$ cat src/sv/m3i_pkg.sv
// shared constants, tables and types for the 3x3 matrix inverse core
package m3i_pkg;

    // default element format
    localparam int ELEM_WIDTH = 32;
    localparam int FRAC_BITS  = 16;

    // depth of the queue between front and back
    localparam int QUEUE_DEPTH = 2;

    // element order: a b c d e f g h i = r0c0 .. r2c2
    // adjugate entry k = x[ADJ_X[k]] * x[ADJ_Y[k]] - x[ADJ_Z[k]] * x[ADJ_W[k]]
    localparam int ADJ_X [9] = '{4, 2, 1, 5, 0, 2, 3, 1, 0};
    localparam int ADJ_Y [9] = '{8, 7, 5, 6, 8, 3, 7, 6, 4};
    localparam int ADJ_Z [9] = '{5, 1, 2, 3, 2, 0, 4, 0, 1};
    localparam int ADJ_W [9] = '{7, 8, 4, 8, 6, 5, 6, 7, 3};

    // cofactor expansion along row 0 uses adjugate column 0
    localparam int DET_ADJ [3] = '{0, 3, 6};

    // queue status seen by the top level
    typedef struct packed {
        logic full;
        logic empty;
    } t_qstat;

endpackage

$ cat src/sv/m3i_queue.sv
// small item queue between front and back
module m3i_queue #(
    parameter int W = 8
) (
    input  logic             i_clk,
    input  logic             i_rst_n,
    input  logic             i_push,
    input  logic [W-1:0]     i_data,
    input  logic             i_pop,
    output logic             o_valid,
    output logic [W-1:0]     o_data,
    output m3i_pkg::t_qstat  o_stat
);
    localparam int D  = m3i_pkg::QUEUE_DEPTH;
    localparam int PW = (D > 1) ? $clog2(D) : 1;

    logic [W-1:0]  r_mem [D];
    logic [PW-1:0] r_wp;
    logic [PW-1:0] r_rp;
    logic [PW:0]   r_cnt;
    logic          do_pop;

    assign do_pop = i_pop && (r_cnt != '0);

    // pointers and fill count
    always_ff @(posedge i_clk) begin
        if (!i_rst_n) begin
            r_wp  <= '0;
            r_rp  <= '0;
            r_cnt <= '0;
        end else begin
            if (i_push) begin
                r_wp <= (r_wp == PW'(D - 1)) ? '0 : r_wp + 1'b1;
            end
            if (do_pop) begin
                r_rp <= (r_rp == PW'(D - 1)) ? '0 : r_rp + 1'b1;
            end
            r_cnt <= r_cnt + (PW+1)'(i_push) - (PW+1)'(do_pop);
        end
    end

    // storage
    always_ff @(posedge i_clk) begin
        if (i_push) begin
            r_mem[r_wp] <= i_data;
        end
    end

    assign o_valid      = (r_cnt != '0);
    assign o_data       = r_mem[r_rp];
    assign o_stat.full  = (r_cnt == (PW+1)'(D));
    assign o_stat.empty = (r_cnt == '0);

endmodule

$ cat config.mk
export PLATFORM = sky130hd
export DESIGN_NAME = m3i_queue
export DESIGN_NICKNAME = d
export VERILOG_FILES = /design/src/sv/m3i_pkg.sv /design/src/sv/m3i_queue.sv
export SDC_FILE = /design/constraint.sdc
export NUM_CORES = 1
export LEC_CHECK = 0
export BUFFER_PORTS_ARGS = -buffer_cell sky130_fd_sc_hd__buf_2
export CAP_MARGIN = 30
export CELL_PAD_IN_SITES_DETAIL_PLACEMENT = 1
export CELL_PAD_IN_SITES_GLOBAL_PLACEMENT = 1
export CORE_MARGIN = 2
export CORE_UTILIZATION = 43
export CTS_CLUSTER_DIAMETER = 60
export DETAILED_ROUTE_END_ITERATION = 10
export PLACE_DENSITY = 0.76
export SLEW_MARGIN = 20
export SYNTH_ARGS = -nofsm -noshare
export SYNTH_HDL_FRONTEND = slang
export SYNTH_SLANG_ARGS = --single-unit
$ cat constraint.sdc
create_clock -name i_clk -period 2.96 [get_ports i_clk]
set_input_delay 0.148 -clock i_clk [delete_from_list [all_inputs] [get_ports i_clk]]
set_output_delay 0.148 -clock i_clk [all_outputs]
set_load 0.1 [all_outputs]
## After elaboration in Yosys (flattened, before gate mapping)

Memory sizes are Yosys's and may differ from the RTL's. A register that Yosys moved wholly into a read port is not among the register bits.
Index checks and enable logic that the tools add are counted.

- Add/sub/neg operators: 4
- Equal/unequal tests: 1
- Multiplexer cells: 6
- Reductions and logical operators: 3

Operator list:

| kind | count |
|---|---|
| $mux 1 | 6 |
| $add 1x1->1 const B | 2 |
| $add 2x1->2 | 1 |
| $eq 2x2->1 const B | 1 |
| $logic_not 2->1 | 1 |
| $reduce_bool 2->1 | 1 |
| $sub 2x1->2 | 1 |
| $logic_and 1x1->1 | 1 |

- Bits in registers: 4
- Memory bits (writable): 16
- Output and inout bits: 11
- Word-level logic and storage cells: 18
- Memories kept: 1

Memory list:

| memory | words | bits a word | rd ports | clocked after Yosys merged registers in | write ports | line | RTL |
|---|---|---|---|---|---|---|---|
| r_mem | 2 | 8 | 1 | 1 | 1 | m3i_queue.sv:17 | `logic [W-1:0] r_mem [D];` |

## Depth between registers and ports, before layout

Gate-level depths: netlist (run 1).

- Word-level depth: 4
- Gate-level depth with buffers: 6
- Gate-level depth less buffers: 6

## Worst setup path after synthesis (run 1)

Ideal clock, no wire load.

- Path kind: flip-flop to output port
- Start point: register r_cnt[1]
- End point: output o_stat[0] (netlist name)
- Arrival time: 1.764 ns
- Slack: 1.048 ns
- Cell stages (with the launch flop): 3
- Path buffers: 0
- Cells stage by stage: dfxtp_1 > or2_1 > inv_1

RTL lines:

| item | line | RTL |
|---|---|---|
| start, declared | m3i_queue.sv:20 | `logic [PW:0] r_cnt;` |
| start signal, assigned | m3i_queue.sv:38 | `r_cnt <= r_cnt + (PW+1)'(i_push) - (PW+1)'(do_pop);` |
| end, declared | m3i_queue.sv:12 | `output m3i_pkg::t_qstat o_stat` |

==> results.yml, run 1 <==
global_routing:
  overflow: 0
  antenna_found_initial: 0
  grt_use_total_pct: 13.4
  grt_pass1_vias: 446
  grt_max_degree: 13
  grt_pass1_wl_um: 1860
yosys:
  yosys_warnings: 0
  syn_avg_cell_area_sq_um: 16.8
  synth_area_sq_um: 825
  syn_nets: 63
  ys_seq_elements: 21
  yosysSeqAreaShare_pct: 70.4
  netlist_instances: 49
  synth.distinct_cells: 15
worst_setup_path:
  slowest_stage: "dfxtp_1"
  cp_data_arrival_time_ns: 1.52
  critPathBufInv: 1
  endpoint_kind: "primary output"
  path_cells: "mux2_1 -> buf_2"
  cp-start-kind: "flop"
  required_ns: 2.81
  path_delay_family: "flip-flops"
  crit_type: "reg -> out"
  max_stage_delay_ns: 0.56
  critPathMaxFanout: 8
layout:
  drive_gt1_share_pct: 36.5
  syn2layout_area_growth_pct: 19.9
  nNetsFinal: 89
  final_cell_mix: "buf_2 (22), edfxtp_1 (16), mux2_1 (8)"
  layout.cells.non_filler: 99
  final_common_cell: "buf_2"
  antennaDiodeCount: 0
detailed_routing:
  finalWirelength_um: 1310
  post-route-drc-count: 0
  met2WireLength_um: 733
  vias: 466
  highest_layer: "met4"
  wl_met3_um: 54
  viasPerCell: 4.71
  wire_per_inst_um: 13.2
  met1_length_um: 483
  ant_nets: 0
  drt_pass1_iterations: 3
  drt_iter0_drc: 4
die:
  initial_core_util_pct: 46.7
  num_rows: 15
  fp.dieW_um: 47.8
  core_sq_um: 1760
  die_area_sq_um: 2280
  fp.dieH_um: 47.8
  io_pins: 23
cts:
  cts_buffer_depth: 2
  clock-sinks: 21
  cts_resized: 0
  h-tree-depth: 1
  clk_pin_slew_ns: 0.11
  post_cts_buffers: 0
  root_buffer: "clkbuf_4"
  cts_tree: "yes"
  clock_latency_ns: 0.29
  cts_made_buffers: 3
  hold_buffers: 0
sta:
  fmax_ghz: 0.601
  post-route-min-period_ns: 1.66
  setup_viol: 0
  rsz0062_at_grt: "no"
  finalCritPeriodShare_pct: 56.2
  worstMarginPinSlew_ns: 0.805
  slew_headroom_pct: 46.2
  hold_violations: 0
  setup_tns_ns: 0
  finClkSkew_ns: 0.00377
  slew_violations: 0
  holdWs_ns: 0.0350
placement:
  port_buffers: 22
  gp_congestion: 0.653
  dp_hpwl_um: 1030
  dpl.cell_count: 95
run_status:
  status: "completed"
worst_hold_path:
  hold_class: "in -> reg"
job:
  maxCapViolCount: 0
## synth_stat cells
| library cell | count | area (sq um) |
|---|---|---|
| and2_1 | 2 | 12.5 |
| buf_2 | 1 | 5.00 |
| dfxtp_1 | 5 | 100 |
| edfxtp_1 | 16 | 480 |
| ha_1 | 2 | 25.0 |
| inv_1 | 3 | 11.3 |
| mux2_1 | 8 | 90.1 |
| mux2i_1 | 2 | 20.0 |
| nand2_1 | 1 | 3.75 |
| nand2b_1 | 1 | 6.26 |
| nor2b_1 | 4 | 25.0 |
| o21a_1 | 1 | 7.51 |
| o21a_2 | 1 | 8.76 |
| or2_1 | 1 | 6.26 |
| xnor3_1 | 1 | 22.5 |
## cell families after synthesis
| group | share of synthesized area (%) |
|---|---|
| AO/OA/AOI/OAI | 1.97 |
| AND/OR/NAND/NOR | 6.52 |
| buffers and inverters | 1.97 |
| adder cells (fa/ha/maj) | 3.03 |
| multiplexers | 13.4 |
| flip-flops | 70.4 |
| XOR/XNOR | 2.73 |
## through the flow
stage / util (%) / setup WS, ns / cell area [sq um]
6_report: 56.0 / 1.30 / 988
5_1_grt: 56.0 / 1.23 / 988
4_1_cts: 56.0 / 1.27 / 988
3_5_place_dp: 54.5 / 1.55 / 961
3_3_place_gp: 54.5 / 1.59 / 961
2_1_floorplan: - / 1.05 / 825
## cell type report
type / count / area, sq um
Timing Repair Buffer: 22 / 110
Clock inverter: 1 / 5.00
Sequential cell: 21 / 581
Clock buffer: 3 / 22.5
Fill cell: 201 / 776
Multi-Input combinational cell: 24 / 228
Tap cell: 25 / 31.3
Inverter: 3 / 11.3
## flip-flops by register name, indices dropped and copies added (netlist names), named ones only
register and flops:
r_rp 1, r_cnt 2, r_wp 1, r_mem 16
## per-layer routing
metal | global-route usage (%) | vias to the layer above
met5 | 0 | -
met4 | 11.4 | 0
met3 | 3.77 | 4
met2 | 23.7 | 14
met1 | 12.5 | 224
li1 | - | 224
## worst paths after layout
path                  startpoint                    end  slack (ns)  cells after the start
min reg2reg    r_rp$_SDFFE_PN0P_      r_rp$_SDFFE_PN0P_        0.49                      2
max                         flop              o_data[6]        1.30                      2
max reg2reg  r_cnt[0]$_SDFF_PN0_    r_cnt[1]$_SDFF_PN0_        1.54                      6
min                    i_data[2]  r_mem[1][2]$_DFFE_PP_        0.03                      1
Power of run 1 is left out: the tool's default activity adds up to more than one toggle a clock period on the data nets, which glitch-free logic cannot reach.
==> run 2, diff against run 1 <==
--- a/config.mk
+++ b/config.mk
@@ -9,11 +9,12 @@
 export CAP_MARGIN = 30
 export CELL_PAD_IN_SITES_DETAIL_PLACEMENT = 1
 export CELL_PAD_IN_SITES_GLOBAL_PLACEMENT = 1
+export CORE_ASPECT_RATIO = 1.75
 export CORE_MARGIN = 2
-export CORE_UTILIZATION = 43
+export CORE_UTILIZATION = 36
 export CTS_CLUSTER_DIAMETER = 60
 export DETAILED_ROUTE_END_ITERATION = 10
-export PLACE_DENSITY = 0.76
+export PLACE_DENSITY = 0.68
 export SLEW_MARGIN = 20
 export SYNTH_ARGS = -nofsm -noshare
 export SYNTH_HDL_FRONTEND = slang
==> constraint.sdc (replaced) <==
create_clock -name i_clk -period 1.4 [get_ports i_clk]
set_input_delay 0.07 -clock i_clk [delete_from_list [all_inputs] [get_ports i_clk]]
set_output_delay 0.07 -clock i_clk [all_outputs]
set_load 0.1 [all_outputs]
==> results.yml, run 2 (synthesis gave the netlist of run 1 again) <==
die:
  io_pins: 23
  die_area_sq_um: 2700
  initial_core_util_pct: 37.2
  fp.dieH_um: 67.3
  num_rows: 23
  core_sq_um: 2220
  fp.dieW_um: 40.2
worst_setup_path:
  path_delay_family: "adder cells"
  required_ns: 1.59
  path_cells: "o21a_4 -> ha_4 -> inv_4 -> ha_4 -> xnor3_1 -> nor2b_1"
  cp_data_arrival_time_ns: 1.55
  critPathMaxFanout: 4
  cp-start-kind: "flop"
  crit_type: "reg -> reg"
  crit_top_cell: "ha_4"
  endpoint_kind: "flop"
  max_stage_delay_ns: 0.34
  critPathBufInv: 1
  slowest_stage: "dfxtp_2"
detailed_routing:
  ant_nets: 0
  finalWirelength_um: 1350
  viasPerCell: 4.63
  drt_iter0_drc: 9
  vias: 495
  post-route-drc-count: 0
  wire_per_inst_um: 12.6
  drt_pass1_iterations: 2
global_routing:
  grt_pass1_vias: 529
  antenna_found_initial: 0
  grt_use_total_pct: 12.1
  overflow: 0
  grt_pass1_wl_um: 2160
  grt_max_degree: 12
cts:
  cts_tree: "yes"
  h-tree-depth: 1
  clock-sinks: 21
  root_buffer: "clkbuf_8"
  cts_buffer_depth: 2
  clock_latency_ns: 0.25
  cts_made_buffers: 3
  clk_pin_slew_ns: 0.07
sta:
  slew_violations: 0
  finClkSkew_ns: 0.00156
  fmax_ghz: 0.735
  setup_viol: 0
  finalCritPeriodShare_pct: 97.1
  holdWs_ns: 0.00217
  rsz0062_at_grt: "yes"
  post-route-min-period_ns: 1.36
  hold_violations: 0
  worstMarginPinSlew_ns: 0.483
  slew_headroom_pct: 68.0
layout:
  drive_gt1_share_pct: 48.8
  largest_reg_flops: 16
  nNetsFinal: 97
  top_regs: "r_mem x16, r_cnt x2"
  layout.cells.non_filler: 107
  antennaDiodeCount: 0
  final_common_cell: "edfxtp_1"
  final_cell_mix: "edfxtp_1 (16), buf_2 (12), mux2_1 (8)"
  nFillCells: 224
  syn2layout_area_growth_pct: 43.9
  regMostFlops: "r_mem"
placement:
  dp_hpwl_um: 1010
  gp_congestion: 0.579
  dpl.cell_count: 98
  port_buffers: 22
job:
  maxCapViolCount: 0
worst_hold_path:
  hold_class: "in -> reg"
run_status:
  status: "completed"
-- run 2: cell types whose count changed in the layout (fill, tap and decap cells not counted), sizes merged --
cell         delta
clkbuf          +1
buf             +6
clkinv          -1
dlygate4sd3     +2
-- run 2: cell type report --
type                            count  area, sq um  area share (%)
Multi-Input combinational cell     24          262            22.0
Clock buffer                        4         45.0            3.80
Tap cell                           25         31.3            2.64
Sequential cell                    21          583            49.2
Timing Repair Buffer               30          251            21.2
Inverter                            3         13.8            1.16
-- run 2: what timing repair did --
action	CTS	global route
setup buffers	3	0
hold buffers	2	0
resized for setup	12	14
hold endpoints to repair	4	0
setup endpoints to repair	9	9
pin swaps	1	2
-- run 2: per-layer routing --
layer  up-vias  track usage [%]  share of wire, %
li1        240                -                 -
met4         0             6.25               1.8
met3         2             1.97               4.6
met1       239             11.6                36
met5         -                0                 0
met2        14             22.6                57
-- run 2: worst paths after layout --
path / depth (start not counted) / from / slack [ns] / endpoint
max: 6 / r_cnt[0]$_SDFF_PN0_ / 0.04 / r_cnt[1]$_SDFF_PN0_
min: 1 / i_data[0] / 0.002 / r_mem[1][0]$_DFFE_PP_
max reg2reg: 6 / r_cnt[0]$_SDFF_PN0_ / 0.04 / r_cnt[1]$_SDFF_PN0_
min reg2reg: 2 / r_rp$_SDFFE_PN0P_ / 0.48 / flop
-- run 2: metrics by stage --
stage | TNS, ns | setup slack, ns | cell area, sq um | utilization, %
2_1_floorplan | -0.200 | -0.200 | 827 | -
3_3_place_gp | 0 | 0.0427 | 1010 | 45.7
3_5_place_dp | -0.0139 | -0.0139 | 1010 | 45.7
4_1_cts | 0 | 0.00913 | 1140 | 51.4
5_1_grt | -0.0593 | -0.0545 | 1190 | 53.5
6_report | 0 | 0.0401 | 1190 | 53.5
Power of run 2 is left out for the same reason.
==> run 3, diff against run 2 <==
==> constraint.sdc (replaced) <==
create_clock -name i_clk -period 1.4 [get_ports i_clk]
set_input_delay 0.07 -clock i_clk [delete_from_list [all_inputs] [get_ports i_clk]]
set_output_delay 0.07 -clock i_clk [all_outputs]
set_load 0.05 [all_outputs]
==> results.yml, run 3 (synthesis gave the netlist of run 1 again) <==
worst_setup_path:
  cp-start-kind: "flop"
  endpoint_kind: "flop"
  cp_data_arrival_time_ns: 1.51
  required_ns: 1.58
  reg2reg_slack_ns: 0.07
  critPathMaxFanout: 2
  crit_type: "reg -> reg"
layout:
  syn2layout_area_growth_pct: 36.0
  antennaDiodeCount: 0
  regArea_sq_um: 584
  utilization_pct: 50.6
  multi_input_area_sq_um: 259
  layout.cells.non_filler: 108
  largest_reg_flops: 16
  final_common_cell: "buf_2"
  top_regs: "r_mem x16, r_cnt x2"
  drive_gt1_share_pct: 43.4
  regMostFlops: "r_mem"
  final_cell_mix: "buf_2 (22), edfxtp_1 (16), mux2_1 (8)"
  nNetsFinal: 98
  nFillCells: 239
sta:
  slew_violations: 0
  post-route-min-period_ns: 1.33
  setup_tns_ns: 0
  finalCritPeriodShare_pct: 95.0
  holdWs_ns: 0.00924
  hold_violations: 0
  worstMarginPinSlew_ns: 0.395
  fmax_ghz: 0.752
  slew_headroom_pct: 73.7
  setup_viol: 0
  finClkSkew_ns: 0.000948
  rsz0062_at_grt: "yes"
detailed_routing:
  ant_nets: 0
  finalWirelength_um: 1380
  highest_layer: "met4"
  vias: 499
  viasPerCell: 4.62
  met1_length_um: 510
  wire_per_inst_um: 12.7
  wl_met3_um: 62
  met2WireLength_um: 795
  post-route-drc-count: 0
  drt_pass1_iterations: 2
  drt_iter0_drc: 8
cts:
  cts_tree: "yes"
  clock_latency_ns: 0.25
  h-tree-depth: 1
  cts_buffer_depth: 2
  root_buffer: "clkbuf_8"
  clk_pin_slew_ns: 0.07
  clock-sinks: 21
  cts_made_buffers: 3
die:
  fp.dieH_um: 67.3
  initial_core_util_pct: 37.2
  io_pins: 23
  die_area_sq_um: 2700
  fp.dieW_um: 40.2
  core_sq_um: 2220
  num_rows: 23
global_routing:
  grt_use_total_pct: 12.5
  overflow: 0
  antenna_found_initial: 0
  grt_max_degree: 12
  grt_pass1_vias: 565
  grt_pass1_wl_um: 2260
pwr:
  power.total_w: 0.00213
  p_per_area_nw_per_um2: 1900
  vdd_ir_drop_max_mv: 0.838
  leakage_nw: 0.452
placement:
  dpl.cell_count: 98
  port_buffers: 22
  gp_congestion: 0.576
run_status:
  status: "completed"
worst_hold_path:
  hold_class: "in -> reg"
job:
  maxCapViolCount: 0
==> run 3: what timing repair did <==
action,4_1_cts,5_1_grt
setup buffers,1,0
hold buffers,4,1
endpoints found under the setup margin,9,1
gates resized for setup,5,3
hold endpoints to repair,8,2
pin swaps,1,2
==> run 3: where the power goes <==
group / switching (W) / internal [W] / total, W
sequential: 0.0000550 / 0.000754 / 0.000809
clock: 0.000173 / 0.000202 / 0.000375
combinational: 0.000587 / 0.000356 / 0.000943
total: 0.000815 / 0.00131 / 0.00213
==> run 3: critical path, stage by stage, from the launching register on <==
cell and delay [ns]:
dfxtp_2 0.33, o21a_4 0.22, ha_4 0.23, inv_2 0.06
ha_4 0.12, xnor3_1 0.19, nor2b_1 0.11
==> run 3: worst paths after layout <==
check,from,endpoint,cells past startpoint
min reg2reg,r_rp$_SDFFE_PN0P_,r_rp$_SDFFE_PN0P_,2
min,i_data[0],r_mem[0][0]$_DFFE_PP_,1
max reg2reg,r_cnt[0]$_SDFF_PN0_,r_cnt[1]$_SDFF_PN0_,6
max,r_cnt[0]$_SDFF_PN0_,r_cnt[1]$_SDFF_PN0_,6
==> run 3: area by class of cell <==
type,count,share of cell area (%)
multi-input cells,24,23.1
repair buffers,31,17.0
clock buffers,4,4.02
inverters,3,1.00
flip-flops and latches,21,52.1
well taps,25,2.79
==> run 3: routing by layer <==
metal / vias up / GRT usage [%]
met4: 0 / 7.50
met3: 2 / 1.97
li1: 243 / -
met5: - / 0
met2: 13 / 23.0
met1: 241 / 11.9
==> run 3: per-stage QoR <==
stage / setup WS (ns) / instance area [sq um]
final: 0.0697 / 1120
after global routing: -0.00417 / 1120
after CTS: 0.0283 / 1090
after detailed placement: -0.00830 / 983
after global placement: 0.0575 / 983
after floorplan: 0.0634 / 825
Note: power is estimated with default switching activity, not from simulation.
